==> src/rtl/core/c8alu_pkg.sv <==
package c8alu_pkg;

  // command codes
  typedef enum logic [3:0] {
    CMD_ADC      = 4'd0,
    CMD_SBC_NMOS = 4'd1,
    CMD_SBC_CMOS = 4'd2,
    CMD_CMP      = 4'd3,
    CMD_BIT      = 4'd4,
    CMD_ASL      = 4'd5,
    CMD_LSR      = 4'd6,
    CMD_ROR      = 4'd7,
    CMD_ROL      = 4'd8,
    CMD_ASR      = 4'd9,
    CMD_ARR      = 4'd10
  } cmd_e;

  // status bit positions
  localparam int unsigned FL_N = 7;
  localparam int unsigned FL_V = 6;
  localparam int unsigned FL_D = 3;
  localparam int unsigned FL_Z = 1;
  localparam int unsigned FL_C = 0;

  // incoming word as it enters the pipe
  typedef struct packed {
    logic [3:0] cmd;
    logic [7:0] a;
    logic [7:0] m;
    logic [7:0] p;
  } op_t;

  // after stage 1: binary sum or difference, low nibble, finished simple ops
  typedef struct packed {
    op_t        op;
    logic [8:0] bin;
    logic [5:0] lo;
    logic [7:0] simple_r;
    logic [7:0] simple_p;
  } s1_t;

  // after stage 2: decimal high nibble
  typedef struct packed {
    s1_t        s1;
    logic [4:0] hi;
  } s2_t;

  // result word
  typedef struct packed {
    logic [7:0] result_byte;
    logic [7:0] status_out;
  } rsp_t;

  // {n, z} of a byte
  function automatic logic [1:0] nz_of(input logic [7:0] v);
    return {v[7], ~|v};
  endfunction

endpackage

==> src/rtl/core/c8alu_if.sv <==
// request channel: command and operands
interface c8alu_req_if;
  logic       valid;
  logic       ready;
  logic [3:0] command;
  logic [7:0] acc_in;
  logic [7:0] operand;
  logic [7:0] status_in;

  modport source (output valid, command, acc_in, operand, status_in, input ready);
  modport sink   (input valid, command, acc_in, operand, status_in, output ready);
endinterface

// response channel: new byte and status
interface c8alu_rsp_if;
  logic       valid;
  logic       ready;
  logic [7:0] result_byte;
  logic [7:0] status_out;

  modport source (output valid, result_byte, status_out, input ready);
  modport sink   (input valid, result_byte, status_out, output ready);
endinterface

==> src/rtl/core/c8alu_lo.sv <==
module c8alu_lo import c8alu_pkg::*; (
  input  logic clk_i,
  input  logic rst_ni,
  input  logic in_valid_i,
  output logic in_ready_o,
  input  op_t  in_data_i,
  output logic out_valid_o,
  input  logic out_ready_i,
  output s1_t  out_data_o
);

  logic       valid_q;
  s1_t        data_q;
  s1_t        data_d;
  logic [7:0] a, m, p;
  logic       cin, dec;
  logic [8:0] add9, sub9, cmp9;
  logic [4:0] lo_sum, lo_sub;
  logic [5:0] lo_add;
  logic [7:0] sr, sp, t;

  // binary arithmetic, low nibble and the single-stage commands
  always_comb begin
    a   = in_data_i.a;
    m   = in_data_i.m;
    p   = in_data_i.p;
    cin = p[FL_C];
    dec = p[FL_D];
    add9   = {1'b0, a} + {1'b0, m} + {8'd0, cin};
    sub9   = {1'b0, a} - {1'b0, m} - {8'd0, ~cin};
    cmp9   = {1'b0, a} - {1'b0, m};
    lo_sum = {1'b0, a[3:0]} + {1'b0, m[3:0]} + {4'd0, cin};
    lo_add = (lo_sum > 5'd9) ? ({1'b0, lo_sum} + 6'd6) : {1'b0, lo_sum};
    lo_sub = {1'b0, a[3:0]} - {1'b0, m[3:0]} - {4'd0, ~cin};
    sr = a;
    sp = p;
    t  = {cin, a[7:1]};
    unique case (in_data_i.cmd)
      CMD_CMP: begin
        {sp[FL_N], sp[FL_Z]} = nz_of(cmp9[7:0]);
        sp[FL_C] = ~cmp9[8];
      end
      CMD_BIT: begin
        sp[FL_Z] = ~|(a & m);
        sp[FL_N] = m[7];
        sp[FL_V] = m[6];
      end
      CMD_ASL: begin
        sr = {m[6:0], 1'b0};
        {sp[FL_N], sp[FL_Z]} = nz_of(sr);
        sp[FL_C] = m[7];
      end
      CMD_LSR: begin
        sr = {1'b0, m[7:1]};
        {sp[FL_N], sp[FL_Z]} = nz_of(sr);
        sp[FL_C] = m[0];
      end
      CMD_ROR: begin
        sr = {cin, m[7:1]};
        {sp[FL_N], sp[FL_Z]} = nz_of(sr);
        sp[FL_C] = m[0];
      end
      CMD_ROL: begin
        sr = {m[6:0], cin};
        {sp[FL_N], sp[FL_Z]} = nz_of(sr);
        sp[FL_C] = m[7];
      end
      CMD_ASR: begin
        sr = {1'b0, m[7:1]};
        sp[FL_C] = m[0];
        sp[FL_Z] = ~|sr;
        sp[FL_N] = (|sr) & sr[6];
        sr[7]    = sp[FL_N];
      end
      CMD_ARR: begin
        {sp[FL_N], sp[FL_Z]} = nz_of(t);
        if (dec) begin
          sp[FL_V] = t[6] ^ a[6];
          if (a[3:0] >= 4'd5) begin
            t[3:0] = t[3:0] + 4'd6;
          end
          sp[FL_C] = (a[7:4] >= 4'd5);
          if (sp[FL_C]) begin
            t = t + 8'h60;
          end
        end else begin
          sp[FL_C] = t[6];
          sp[FL_V] = t[6] ^ t[5];
        end
        sr = t;
      end
      default: begin
      end
    endcase
    data_d.op       = in_data_i;
    data_d.bin      = (in_data_i.cmd == CMD_ADC) ? add9 : sub9;
    data_d.lo       = (in_data_i.cmd == CMD_ADC) ? lo_add : {1'b0, lo_sub};
    data_d.simple_r = sr;
    data_d.simple_p = sp;
  end

  // stage handshake
  assign in_ready_o = ~valid_q | out_ready_i;

  always_ff @(posedge clk_i or negedge rst_ni) begin
    if (!rst_ni) begin
      valid_q <= 1'b0;
    end else if (in_ready_o) begin
      valid_q <= in_valid_i;
    end
  end

  always_ff @(posedge clk_i) begin
    if (in_ready_o && in_valid_i) begin
      data_q <= data_d;
    end
  end

  assign out_valid_o = valid_q;
  assign out_data_o  = data_q;

endmodule

==> src/rtl/core/c8alu_hi.sv <==
module c8alu_hi import c8alu_pkg::*; (
  input  logic clk_i,
  input  logic rst_ni,
  input  logic in_valid_i,
  output logic in_ready_o,
  input  s1_t  in_data_i,
  output logic out_valid_o,
  input  logic out_ready_i,
  output s2_t  out_data_o
);

  logic       valid_q;
  s2_t        data_q;
  s2_t        data_d;
  logic [3:0] a_hi, m_hi;
  logic       lo_carry, lo_neg;

  // decimal high nibble, carry or borrow from the low nibble
  always_comb begin
    a_hi     = in_data_i.op.a[7:4];
    m_hi     = in_data_i.op.m[7:4];
    lo_carry = |in_data_i.lo[5:4];
    lo_neg   = in_data_i.lo[4];
    data_d.s1 = in_data_i;
    if (in_data_i.op.cmd == CMD_ADC) begin
      data_d.hi = {1'b0, a_hi} + {1'b0, m_hi} + {4'd0, lo_carry};
    end else begin
      data_d.hi = {1'b0, a_hi} - {1'b0, m_hi} - {4'd0, lo_neg};
    end
  end

  // stage handshake
  assign in_ready_o = ~valid_q | out_ready_i;

  always_ff @(posedge clk_i or negedge rst_ni) begin
    if (!rst_ni) begin
      valid_q <= 1'b0;
    end else if (in_ready_o) begin
      valid_q <= in_valid_i;
    end
  end

  always_ff @(posedge clk_i) begin
    if (in_ready_o && in_valid_i) begin
      data_q <= data_d;
    end
  end

  assign out_valid_o = valid_q;
  assign out_data_o  = data_q;

endmodule

==> src/rtl/core/c8alu_fix.sv <==
module c8alu_fix import c8alu_pkg::*; (
  input  logic clk_i,
  input  logic rst_ni,
  input  logic in_valid_i,
  output logic in_ready_o,
  input  s2_t  in_data_i,
  output logic out_valid_o,
  input  logic out_ready_i,
  output rsp_t out_data_o
);

  logic       valid_q;
  rsp_t       data_q;
  rsp_t       data_d;
  logic [7:0] a, m, p, bin8, cm, r, st;
  logic [8:0] bin;
  logic [5:0] lo;
  logic [4:0] hi;
  logic [5:0] hi_add;
  logic [3:0] lo_n, hi_n;
  logic       dec, bz, sgn;

  // decimal correction and flag assembly
  always_comb begin
    a    = in_data_i.s1.op.a;
    m    = in_data_i.s1.op.m;
    p    = in_data_i.s1.op.p;
    bin  = in_data_i.s1.bin;
    bin8 = bin[7:0];
    lo   = in_data_i.s1.lo;
    hi   = in_data_i.hi;
    dec  = p[FL_D];
    bz   = ~|bin8;
    hi_add = (hi > 5'd9) ? ({1'b0, hi} + 6'd6) : {1'b0, hi};
    lo_n   = lo[4] ? (lo[3:0] - 4'd6) : lo[3:0];
    hi_n   = hi[4] ? (hi[3:0] - 4'd6) : hi[3:0];
    cm     = {hi[3:0], lo[3:0]} - (lo[4] ? 8'h06 : 8'h00) - (hi[4] ? 8'h60 : 8'h00);
    sgn    = dec ? hi[3] : bin[7];
    r  = in_data_i.s1.simple_r;
    st = in_data_i.s1.simple_p;
    unique case (in_data_i.s1.op.cmd)
      CMD_ADC: begin
        st = p;
        st[FL_Z] = bz;
        st[FL_N] = ~bz & sgn;
        st[FL_V] = ~(a[7] ^ m[7]) & (a[7] ^ sgn);
        st[FL_C] = dec ? (|hi_add[5:4]) : bin[8];
        r = dec ? {hi_add[3:0], lo[3:0]} : bin8;
      end
      CMD_SBC_NMOS, CMD_SBC_CMOS: begin
        st = p;
        st[FL_V] = (a[7] ^ m[7]) & (a[7] ^ bin[7]);
        st[FL_C] = ~bin[8];
        {st[FL_N], st[FL_Z]} = nz_of(bin8);
        r = bin8;
        if (dec) begin
          if (in_data_i.s1.op.cmd == CMD_SBC_NMOS) begin
            r = {hi_n, lo_n};
          end else begin
            r = cm;
            {st[FL_N], st[FL_Z]} = nz_of(cm);
          end
        end
      end
      default: begin
      end
    endcase
    data_d.result_byte = r;
    data_d.status_out  = st;
  end

  // output register handshake
  assign in_ready_o = ~valid_q | out_ready_i;

  always_ff @(posedge clk_i or negedge rst_ni) begin
    if (!rst_ni) begin
      valid_q <= 1'b0;
    end else if (in_ready_o) begin
      valid_q <= in_valid_i;
    end
  end

  always_ff @(posedge clk_i) begin
    if (in_ready_o && in_valid_i) begin
      data_q <= data_d;
    end
  end

  assign out_valid_o = valid_q;
  assign out_data_o  = data_q;

endmodule

==> src/rtl/core/cpu8_alu_with_decimal_mode.sv <==
// 8-bit ALU of the classic processor family with binary and decimal (BCD) ADC,
// NMOS and CMOS SBC, ARR, CMP, BIT and the shifts, flags as on the NMOS part but
// for CMOS SBC. One word is taken and one result delivered per clock unless the
// output stalls; each word passes the three register stages (low nibble and
// binary add, decimal high nibble, correction and flags), the last of which is
// the output register. Input ready follows output ready through the stages, so
// a stalled output only blocks the input once the pipe is full.
module cpu8_alu_with_decimal_mode import c8alu_pkg::*; (
  input  logic        clk_i,
  input  logic        rst_ni,
  c8alu_req_if.sink   in_i,
  c8alu_rsp_if.source out_o
);

  op_t  op;
  s1_t  s1;
  s2_t  s2;
  rsp_t rsp;
  logic v1, v2, r1, r2;

  // incoming word
  assign op.cmd = in_i.command;
  assign op.a   = in_i.acc_in;
  assign op.m   = in_i.operand;
  assign op.p   = in_i.status_in;

  // stage 1: binary arithmetic, low nibble, simple commands
  c8alu_lo u_lo (
    .clk_i       (clk_i),
    .rst_ni      (rst_ni),
    .in_valid_i  (in_i.valid),
    .in_ready_o  (in_i.ready),
    .in_data_i   (op),
    .out_valid_o (v1),
    .out_ready_i (r1),
    .out_data_o  (s1)
  );

  // stage 2: decimal high nibble
  c8alu_hi u_hi (
    .clk_i       (clk_i),
    .rst_ni      (rst_ni),
    .in_valid_i  (v1),
    .in_ready_o  (r1),
    .in_data_i   (s1),
    .out_valid_o (v2),
    .out_ready_i (r2),
    .out_data_o  (s2)
  );

  // stage 3: correction, flags, output register
  c8alu_fix u_fix (
    .clk_i       (clk_i),
    .rst_ni      (rst_ni),
    .in_valid_i  (v2),
    .in_ready_o  (r2),
    .in_data_i   (s2),
    .out_valid_o (out_o.valid),
    .out_ready_i (out_o.ready),
    .out_data_o  (rsp)
  );

  assign out_o.result_byte = rsp.result_byte;
  assign out_o.status_out  = rsp.status_out;

endmodule

==> src/flat_wrapper.sv <==
// flat-port wrapper written by rule: the top's interface ports become plain ports
module cpu8_alu_with_decimal_mode_flat import c8alu_pkg::*;
  (clk_i, rst_ni, in_i_valid, in_i_command, in_i_acc_in, in_i_operand, in_i_status_in, in_i_ready, out_o_valid, out_o_result_byte, out_o_status_out, out_o_ready);
  c8alu_req_if in_i_i ();
  c8alu_rsp_if out_o_i ();
  input  logic clk_i;
  input  logic rst_ni;
  input wire logic [$bits(in_i_i.valid)-1:0] in_i_valid;
  input wire logic [$bits(in_i_i.command)-1:0] in_i_command;
  input wire logic [$bits(in_i_i.acc_in)-1:0] in_i_acc_in;
  input wire logic [$bits(in_i_i.operand)-1:0] in_i_operand;
  input wire logic [$bits(in_i_i.status_in)-1:0] in_i_status_in;
  output wire logic [$bits(in_i_i.ready)-1:0] in_i_ready;
  output wire logic [$bits(out_o_i.valid)-1:0] out_o_valid;
  output wire logic [$bits(out_o_i.result_byte)-1:0] out_o_result_byte;
  output wire logic [$bits(out_o_i.status_out)-1:0] out_o_status_out;
  input wire logic [$bits(out_o_i.ready)-1:0] out_o_ready;
  assign in_i_i.valid = in_i_valid;
  assign in_i_i.command = in_i_command;
  assign in_i_i.acc_in = in_i_acc_in;
  assign in_i_i.operand = in_i_operand;
  assign in_i_i.status_in = in_i_status_in;
  assign in_i_ready = in_i_i.ready;
  assign out_o_valid = out_o_i.valid;
  assign out_o_result_byte = out_o_i.result_byte;
  assign out_o_status_out = out_o_i.status_out;
  assign out_o_i.ready = out_o_ready;
  cpu8_alu_with_decimal_mode u_core (.clk_i(clk_i), .rst_ni(rst_ni), .in_i(in_i_i), .out_o(out_o_i));
endmodule
==> config.mk <==
export PLATFORM = sky130hd
export DESIGN_NAME = cpu8_alu_with_decimal_mode_flat
export DESIGN_NICKNAME = d
export VERILOG_FILES = /design/src/rtl/core/c8alu_pkg.sv /design/src/rtl/core/c8alu_if.sv /design/src/rtl/core/c8alu_lo.sv /design/src/rtl/core/c8alu_hi.sv /design/src/rtl/core/c8alu_fix.sv /design/src/rtl/core/cpu8_alu_with_decimal_mode.sv /design/src/flat_wrapper.sv
export SDC_FILE = /design/constraint.sdc
export NUM_CORES = 1
export LEC_CHECK = 0
export CORE_UTILIZATION = 25
export CTS_BUF_LIST = sky130_fd_sc_hd__clkbuf_2 sky130_fd_sc_hd__clkbuf_4 sky130_fd_sc_hd__clkbuf_8
export DETAILED_ROUTE_END_ITERATION = 6
export DONT_BUFFER_PORTS = 1
export HOLD_SLACK_MARGIN = 0.08
export PLACE_DENSITY_LB_ADDON = 0.08
export REMOVE_ABC_BUFFERS = 1
export SYNTH_ARGS = -nofsm -noshare
export SYNTH_HDL_FRONTEND = slang
export SYNTH_SLANG_ARGS = --single-unit
==> constraint.sdc <==
create_clock -name clk_i -period 2.35 [get_ports clk_i]
set_clock_uncertainty 0.05 [all_clocks]
set_input_delay 0 -clock clk_i [delete_from_list [all_inputs] [get_ports clk_i]]
set_output_delay 0 -clock clk_i [all_outputs]
set_load 0.05 [all_outputs]
# Word-level counts from Yosys, hierarchy flattened
# Index checks and enable logic that the tools add are counted.
# totals
register_bits	137
inputBits	32
out_inout_bits	18
word_cells	139
# op_classes
add_sub_neg	20
n_lt_le_gt_ge	4
n_eq_ne	10
n_mux	31
n_bitwise	19
n_reduce_logical	32
# op_table
operator	count
$reduce_or 8->1	7
$pmux 8 s6	1
$mux 8	5
$pmux 8 s2	2
$mux 4	5
$eq 4x3->1 const B	4
$mux 5	3
$reduce_or 7->1	2
$add 5x3->6 const B	2
$eq 4x4->1 const B	3
$logic_not 4->1	3
$reduce_or 2->1	6
$add 4x4->5	2
$add 5x1->5	2
$gt 5x4->1 const B	2
$sub 4x4->5	2
$sub 5x1->5	2
$add 8x8->9	1
$add 9x1->9	1
$logic_not 1->1	9
$mux 9	1
$sub 8x8->9	1
$sub 9x1->9	1
$add 8x7->8 const B	1
other kinds (23)	48

# Depth between registers and ports, before layout
# depth
word_depth	8
depth_mapped	10
depth_no_buf	10

# Hierarchy
# Synthesis repeated with hierarchy kept, for this count alone.
# hier_totals
hier_cells	675
hier_area_um2	7985.2
# modules_own_cells
module	instances	cells_each	area_per_inst_um2	seq_area_each_um2
c8alu_lo	1	368	3927.5	1676.6
c8alu_hi	1	109	2328.5	1946.9
c8alu_fix	1	198	1729.2	505.5

# Worst setup path before layout
# OpenSTA, ideal clock, no wires.
# synth_timing
path_kind	register to register
startpoint	register u_core.u_fix.valid_q, in the netlist u_core.u_fix.out_valid_o
endpoint	register u_core.u_lo.data_q (netlist bit u_core.u_lo.out_data_o[0]), enable pin
setup_time_ns	0.405
arrival_ns	2.318
required_time_ns	1.895
setup_slack_ns	-0.423
stages_incl_launch_ff	4
n_path_buf	0
synth_period_minus_slack_ns	2.773
cell_sequence	dfrtp_1 nor2b_1 nand3_1 and2_1
# synth_via
elab_chain_cells	5
# synth_lines
item	line_no	rtl
from (decl)	c8alu_fix.sv:12	logic valid_q;
from (signal assigned)	c8alu_fix.sv:79	valid_q <= in_valid_i;
$not 1->1	c8alu_fix.sv:73	assign in_ready_o = ~valid_q | out_ready_i;
$or 1x1->1	c8alu_fix.sv:73	
$or 1x1->1	c8alu_hi.sv:33	assign in_ready_o = ~valid_q | out_ready_i;
$or 1x1->1	c8alu_lo.sv:103	assign in_ready_o = ~valid_q | out_ready_i;
named net in_i_ready	flat_wrapper.sv:13	output wire logic [$bits(in_i_i.ready)-1:0] in_i_ready;
$logic_and 1x1->1	c8alu_lo.sv:114	if (in_ready_o && in_valid_i) begin
to (signal assigned)	c8alu_lo.sv:115	data_q <= data_d;
to (decl)	c8alu_lo.sv:13	s1_t data_q;
# The timed path passes the listed nets, and every way through them passes these cells.
# A chain may end at the register's enable or synchronous reset.

# Final worst setup path
# layout_timing
startpoint	register u_core.u_hi.data_q (netlist bit u_core.u_hi.out_data_o[25])
endpoint	register u_core.u_fix.data_q (netlist bit u_core.u_fix.out_data_o[15]), data pin
# layout_via
elab_chain_cells	6
# layout_lines
item	line_no	rtl
from (decl)	c8alu_hi.sv:13	s2_t data_q;
from (signal assigned)	c8alu_hi.sv:45	data_q <= data_d;
$mux 3	c8alu_fix.sv:37	cm = {hi[3:0], lo[3:0]} - (lo[4] ? 8'h06 : 8'h00) - (hi[4] ? 8'h60 : 8'h00);
$sub 8x3->8	c8alu_fix.sv:37	
$sub 8x7->8	c8alu_fix.sv:37	
$mux 8	c8alu_fix.sv:57	if (in_data_i.s1.op.cmd == CMD_SBC_NMOS) begin
$mux 8	c8alu_fix.sv:56	if (dec) begin
$pmux 8 s2	c8alu_fix.sv:41	unique case (in_data_i.s1.op.cmd)
named net u_core.u_fix.r[7]	c8alu_fix.sv:15	logic [7:0] a, m, p, bin8, cm, r, st;
to (signal assigned)	c8alu_fix.sv:85	data_q <= data_d;
to (decl)	c8alu_fix.sv:13	rsp_t data_q;
# The timed path passes the listed nets, and every way through them passes these cells.

==> out/qor.yml <==
pwr:
  cellLeakagePower_nw: 2.99
  ir_drop_mv: 0.250
  power_frac_comb_pct: 29.1
  clkPwrFrac_pct: 23.8
  p_int_mw: 3.64
  p_switching_mw: 1.76
  power.density_nw_per_um2: 687
  pwr-share-seq_pct: 47.0
  sw_frac_of_total_pct: 32.6
drt:
  dr.first_iter.drc_count: 277
  vias: 4798
  drc: 0
  antenna_left: 0
  routedWlPerCell_um: 18.1
  totalWireLength_um: 18400
  vias_per_cell: 4.74
  drt_pass1_iterations: 6
final_layout:
  drive_above_1_share_pct: 16.0
  layout_commonest_cell: "edfxtp_1"
  stdcell_area_um2: 7870
  fillers: 2586
  area_growth_pct: 22.9
  diodes: 0
  mostFrequentLayoutCells: "100 x edfxtp_1, 59 x nand2_1, 56 x buf_4, 43 x nor2_1, 42 x ha_1"
  final-instance-count-excl-fill: 1013
  fin_nets: 768
synthesis:
  synthCells: 599
  synthFlopType: "edfxtp_1"
  avgSynthCellArea_um2: 10.7
  ys_ff_latch: 103
  ys_top_cells_by_area: "edfxtp_1 47%, ha_1 9.6%, nand2_1 3.5%"
  syn-cell-area_um2: 6400
  synth_xor_area_share_pct: 5.61
  synth_top_family_by_area: "compound AO/OA/AOI/OAI gates"
  yosysWarnings: 0
  synth_edf_count: 100
  muxShareOfSynthArea_pct: 1.49
  synthAdderAreaFrac_pct: 12.4
  yosysTopAreaCellShare_pct: 46.9
  synth_cell_types: 64
  yosysSeqAreaShare_pct: 48.1
  synth_compound_gate_area_share_pct: 15.1
  synth_area_leader_cell: "edfxtp_1"
  async_reset_ff_share_pct: 2.91
  synthSimpleGateAreaFrac_pct: 13.5
setup_path:
  r2r-start: "u_core.u_hi.out_data_o[25]$_DFFE_PP_"
  worstSetupEndpointType: "flop"
  worst_setup_path_start_kind: "flop"
  crit_fanout: 4
  crit_top_cell: "ha_4"
  path_class: "reg -> reg"
  r2r_cells: 9
  required_ns: 2.44
  path_cells: "ha_4 > inv_2 > ha_4 > a21boi_4 > o41ai_4 > xor2_1 > and3_1 > a31oi_1 > o21ai_1"
  r2r-end: "u_core.u_fix.out_data_o[15]$_DFFE_PP_"
  max_stage_delay_ns: 0.49
  arrival_ns: 2.34
  critPathSlowestCell: "edfxtp_1"
  r2r_slack_ns: 0.1
place:
  port_buffers: 0
  place_hpwl_um: 13500
  dp_slack_ns: -0.158
  dpl_cell_area_um2: 7120
  dp.cells: 958
  place_congestion: 0.834
global_route:
  grt_pass1_vias: 4833
  grt_usage_pct: 14.0
  grt_pass1_wl_um: 27600
  grt_overflow: 0
  grt_max_degree: 44
  antenna_found_initial: 0
timing:
  setup_viol: 0
  slew_headroom_pct: 60.6
  fin_crit_ns: 2.25
  final_max_slew_viol_count: 0
  grt_setup_unrepaired: "false"
  fmax_mhz: 444
  hold_ws_ns: 0.0892
  finalCritPeriodShare_pct: 95.7
  fin_ws_ns: 0.100
  worst_pin_slew_ns: 0.592
  final-hold-violation-count: 0
floorplanning:
  die_h_um: 162
  die_w_um: 162
  dieArea_um2: 26200
  io_pins: 50
  rows: 58
  start_util_pct: 25.4
  core-area_um2: 25200
worst_hold_path:
  min_to: "u_core.u_lo.out_data_o[30]$_DFFE_PP_"
  hold_start: "in_i_acc_in[7]"
  hp-class: "in -> reg"
  whs_path_depth: 3
clock_network:
  cts_tree: "built"
  cts_buffers: 9
  h-tree-depth: 3
  clk_pin_slew_ns: 0.10
  cts_sinks: 103
  clk_latency_ns: 0.39
  cts_root_buffer: "clkbuf_8"
  cts_buffer_depth: 2
flow_run:
  cap_violations: 0
run_status:
  status: "completed"
## power groups by stage
stage	sequential (mW)	combinational, mW	clock [mW]
4_1_cts	2.54	1.47	1.33
2_1_floorplan	2.55	0.860	0
3_3_place_gp	2.58	1.36	0
6_report	2.54	1.57	1.29
5_1_grt	2.57	1.74	1.39
3_5_place_dp	2.58	1.35	0
## how the worst max path moves through the flow
stage | from | to | slack (ns) | cells past startpoint
6_report | u_core.u_hi.out_data_o[25]$_DFFE_PP_ | u_core.u_fix.out_data_o[15]$_DFFE_PP_ | 0.1 | 9
5_1_grt | u_core.u_hi.out_data_o[23]$_DFFE_PP_ | u_core.u_fix.out_data_o[15]$_DFFE_PP_ | 0.002 | 10
3_3_place_gp | in_i_status_in[0] | u_core.u_lo.out_data_o[20]$_DFFE_PP_ | -0.17 | 10
2_1_floorplan | u_core.u_fix.out_valid_o$_DFFE_PN0P_ | u_core.u_lo.out_data_o[0]$_DFFE_PP_ | -0.42 | 3
4_1_cts | u_core.u_hi.out_data_o[4]$_DFFE_PP_ | u_core.u_fix.out_data_o[14]$_DFFE_PP_ | -0.01 | 10
3_5_place_dp | in_i_status_in[0] | u_core.u_lo.out_data_o[20]$_DFFE_PP_ | -0.16 | 10
## per-layer routing
layer	vias to the layer above	global-route usage, %	share of wire, %
met2	133	22.1	46
met4	0	5.10	2.3
met5	-	0	0
li1	2353	-	-
met1	2286	18.9	48
met3	26	2.86	4.2
## cell type report
| type | instances | area (um2) | share of cell area, % |
|---|---|---|---|
| timing repair buffer | 91 | 773 | 9.83 |
| inverter | 40 | 150 | 1.91 |
| clock inverter | 7 | 101 | 1.29 |
| clock buffer | 9 | 124 | 1.57 |
| tap | 330 | 413 | 5.25 |
| sequential | 103 | 3080 | 39.1 |
| multi-input combinational | 433 | 3230 | 41.0 |
## Yosys cell counts, types with 3 or more instances
cell        n
nand3_1    11
o21ai_1     3
fa_1        9
nand4_1     3
o221ai_1    3
o21bai_1    5
dfrtp_1     3
mux2i_1     5
a311oi_1    3
nand2_1    59
inv_1      40
a222oi_1    6
edfxtp_1  100
ha_1       49
nor4_1      5
or2_2       8
nor2b_1     8
a22oi_1     3
and3_1      4
a22o_1      3
nand3b_1    4
xnor2_1    25
a221oi_1    5
nor3_1     11
a211oi_1    5
mux2_2      4
xor2_1     16
and2_1      3
o21a_1      4
a21o_1      6
o21ai_0    34
o31ai_1     3
a21oi_1    34
a31oi_1     6
nand2b_1   11
nor2_1     44
clkbuf_1   20
## critical path, delay by kind of cell (launching register included)
kind / cells / cell delay (ns)
buffers and inverters: 1 / 0.06
xor gates and xnor gates: 1 / 0.12
DFF: 1 / 0.49
adders and majority gates: 2 / 0.42
and+or+nand+nor: 1 / 0.18
AOI/OAI and AO/OA: 4 / 0.70
## stage by stage
step                      setup TNS (ns)  total power [mW]  utilization (%)
final                                  0              5.41             31.2
after global routing                   0              5.70             31.2
after CTS                        -0.0157              5.35             30.6
after detailed placement          -0.421              3.93             28.3
after global placement            -0.379              3.94             28.3
after floorplan                   -18.18              3.41                -
## registers in the layout, indices dropped and copies added (netlist names)
register and count:
u_core.u_lo.out_data_o 43, u_core.u_fix.out_valid_o 1, u_core.u_hi.out_data_o 41, u_core.u_lo.out_valid_o 1, u_core.u_fix.out_data_o 16, u_core.u_hi.out_valid_o 1
## what timing repair did
item,in CTS,in global routing
pin swaps,1,9
buffers inserted,1,5
setup endpoints to repair,2,7
hold buffers,33,0
hold endpoints to repair,39,0
gates cloned,0,0
gates resized for setup,5,25
## logic make-up (layout without fill, tap and decap cells)
| logic type | after synthesis | after routing |
|---|---|---|
| AOI/OAI and AO/OA | 145 | 145 |
| and+or+nand+nor | 180 | 180 |
| adders and majority gates | 58 | 58 |
| buffers and inverters | 63 | 147 |
| DFF | 103 | 103 |
| xor gates and xnor gates | 41 | 41 |
| muxes | 9 | 9 |
(Power assumes the default switching activity.)
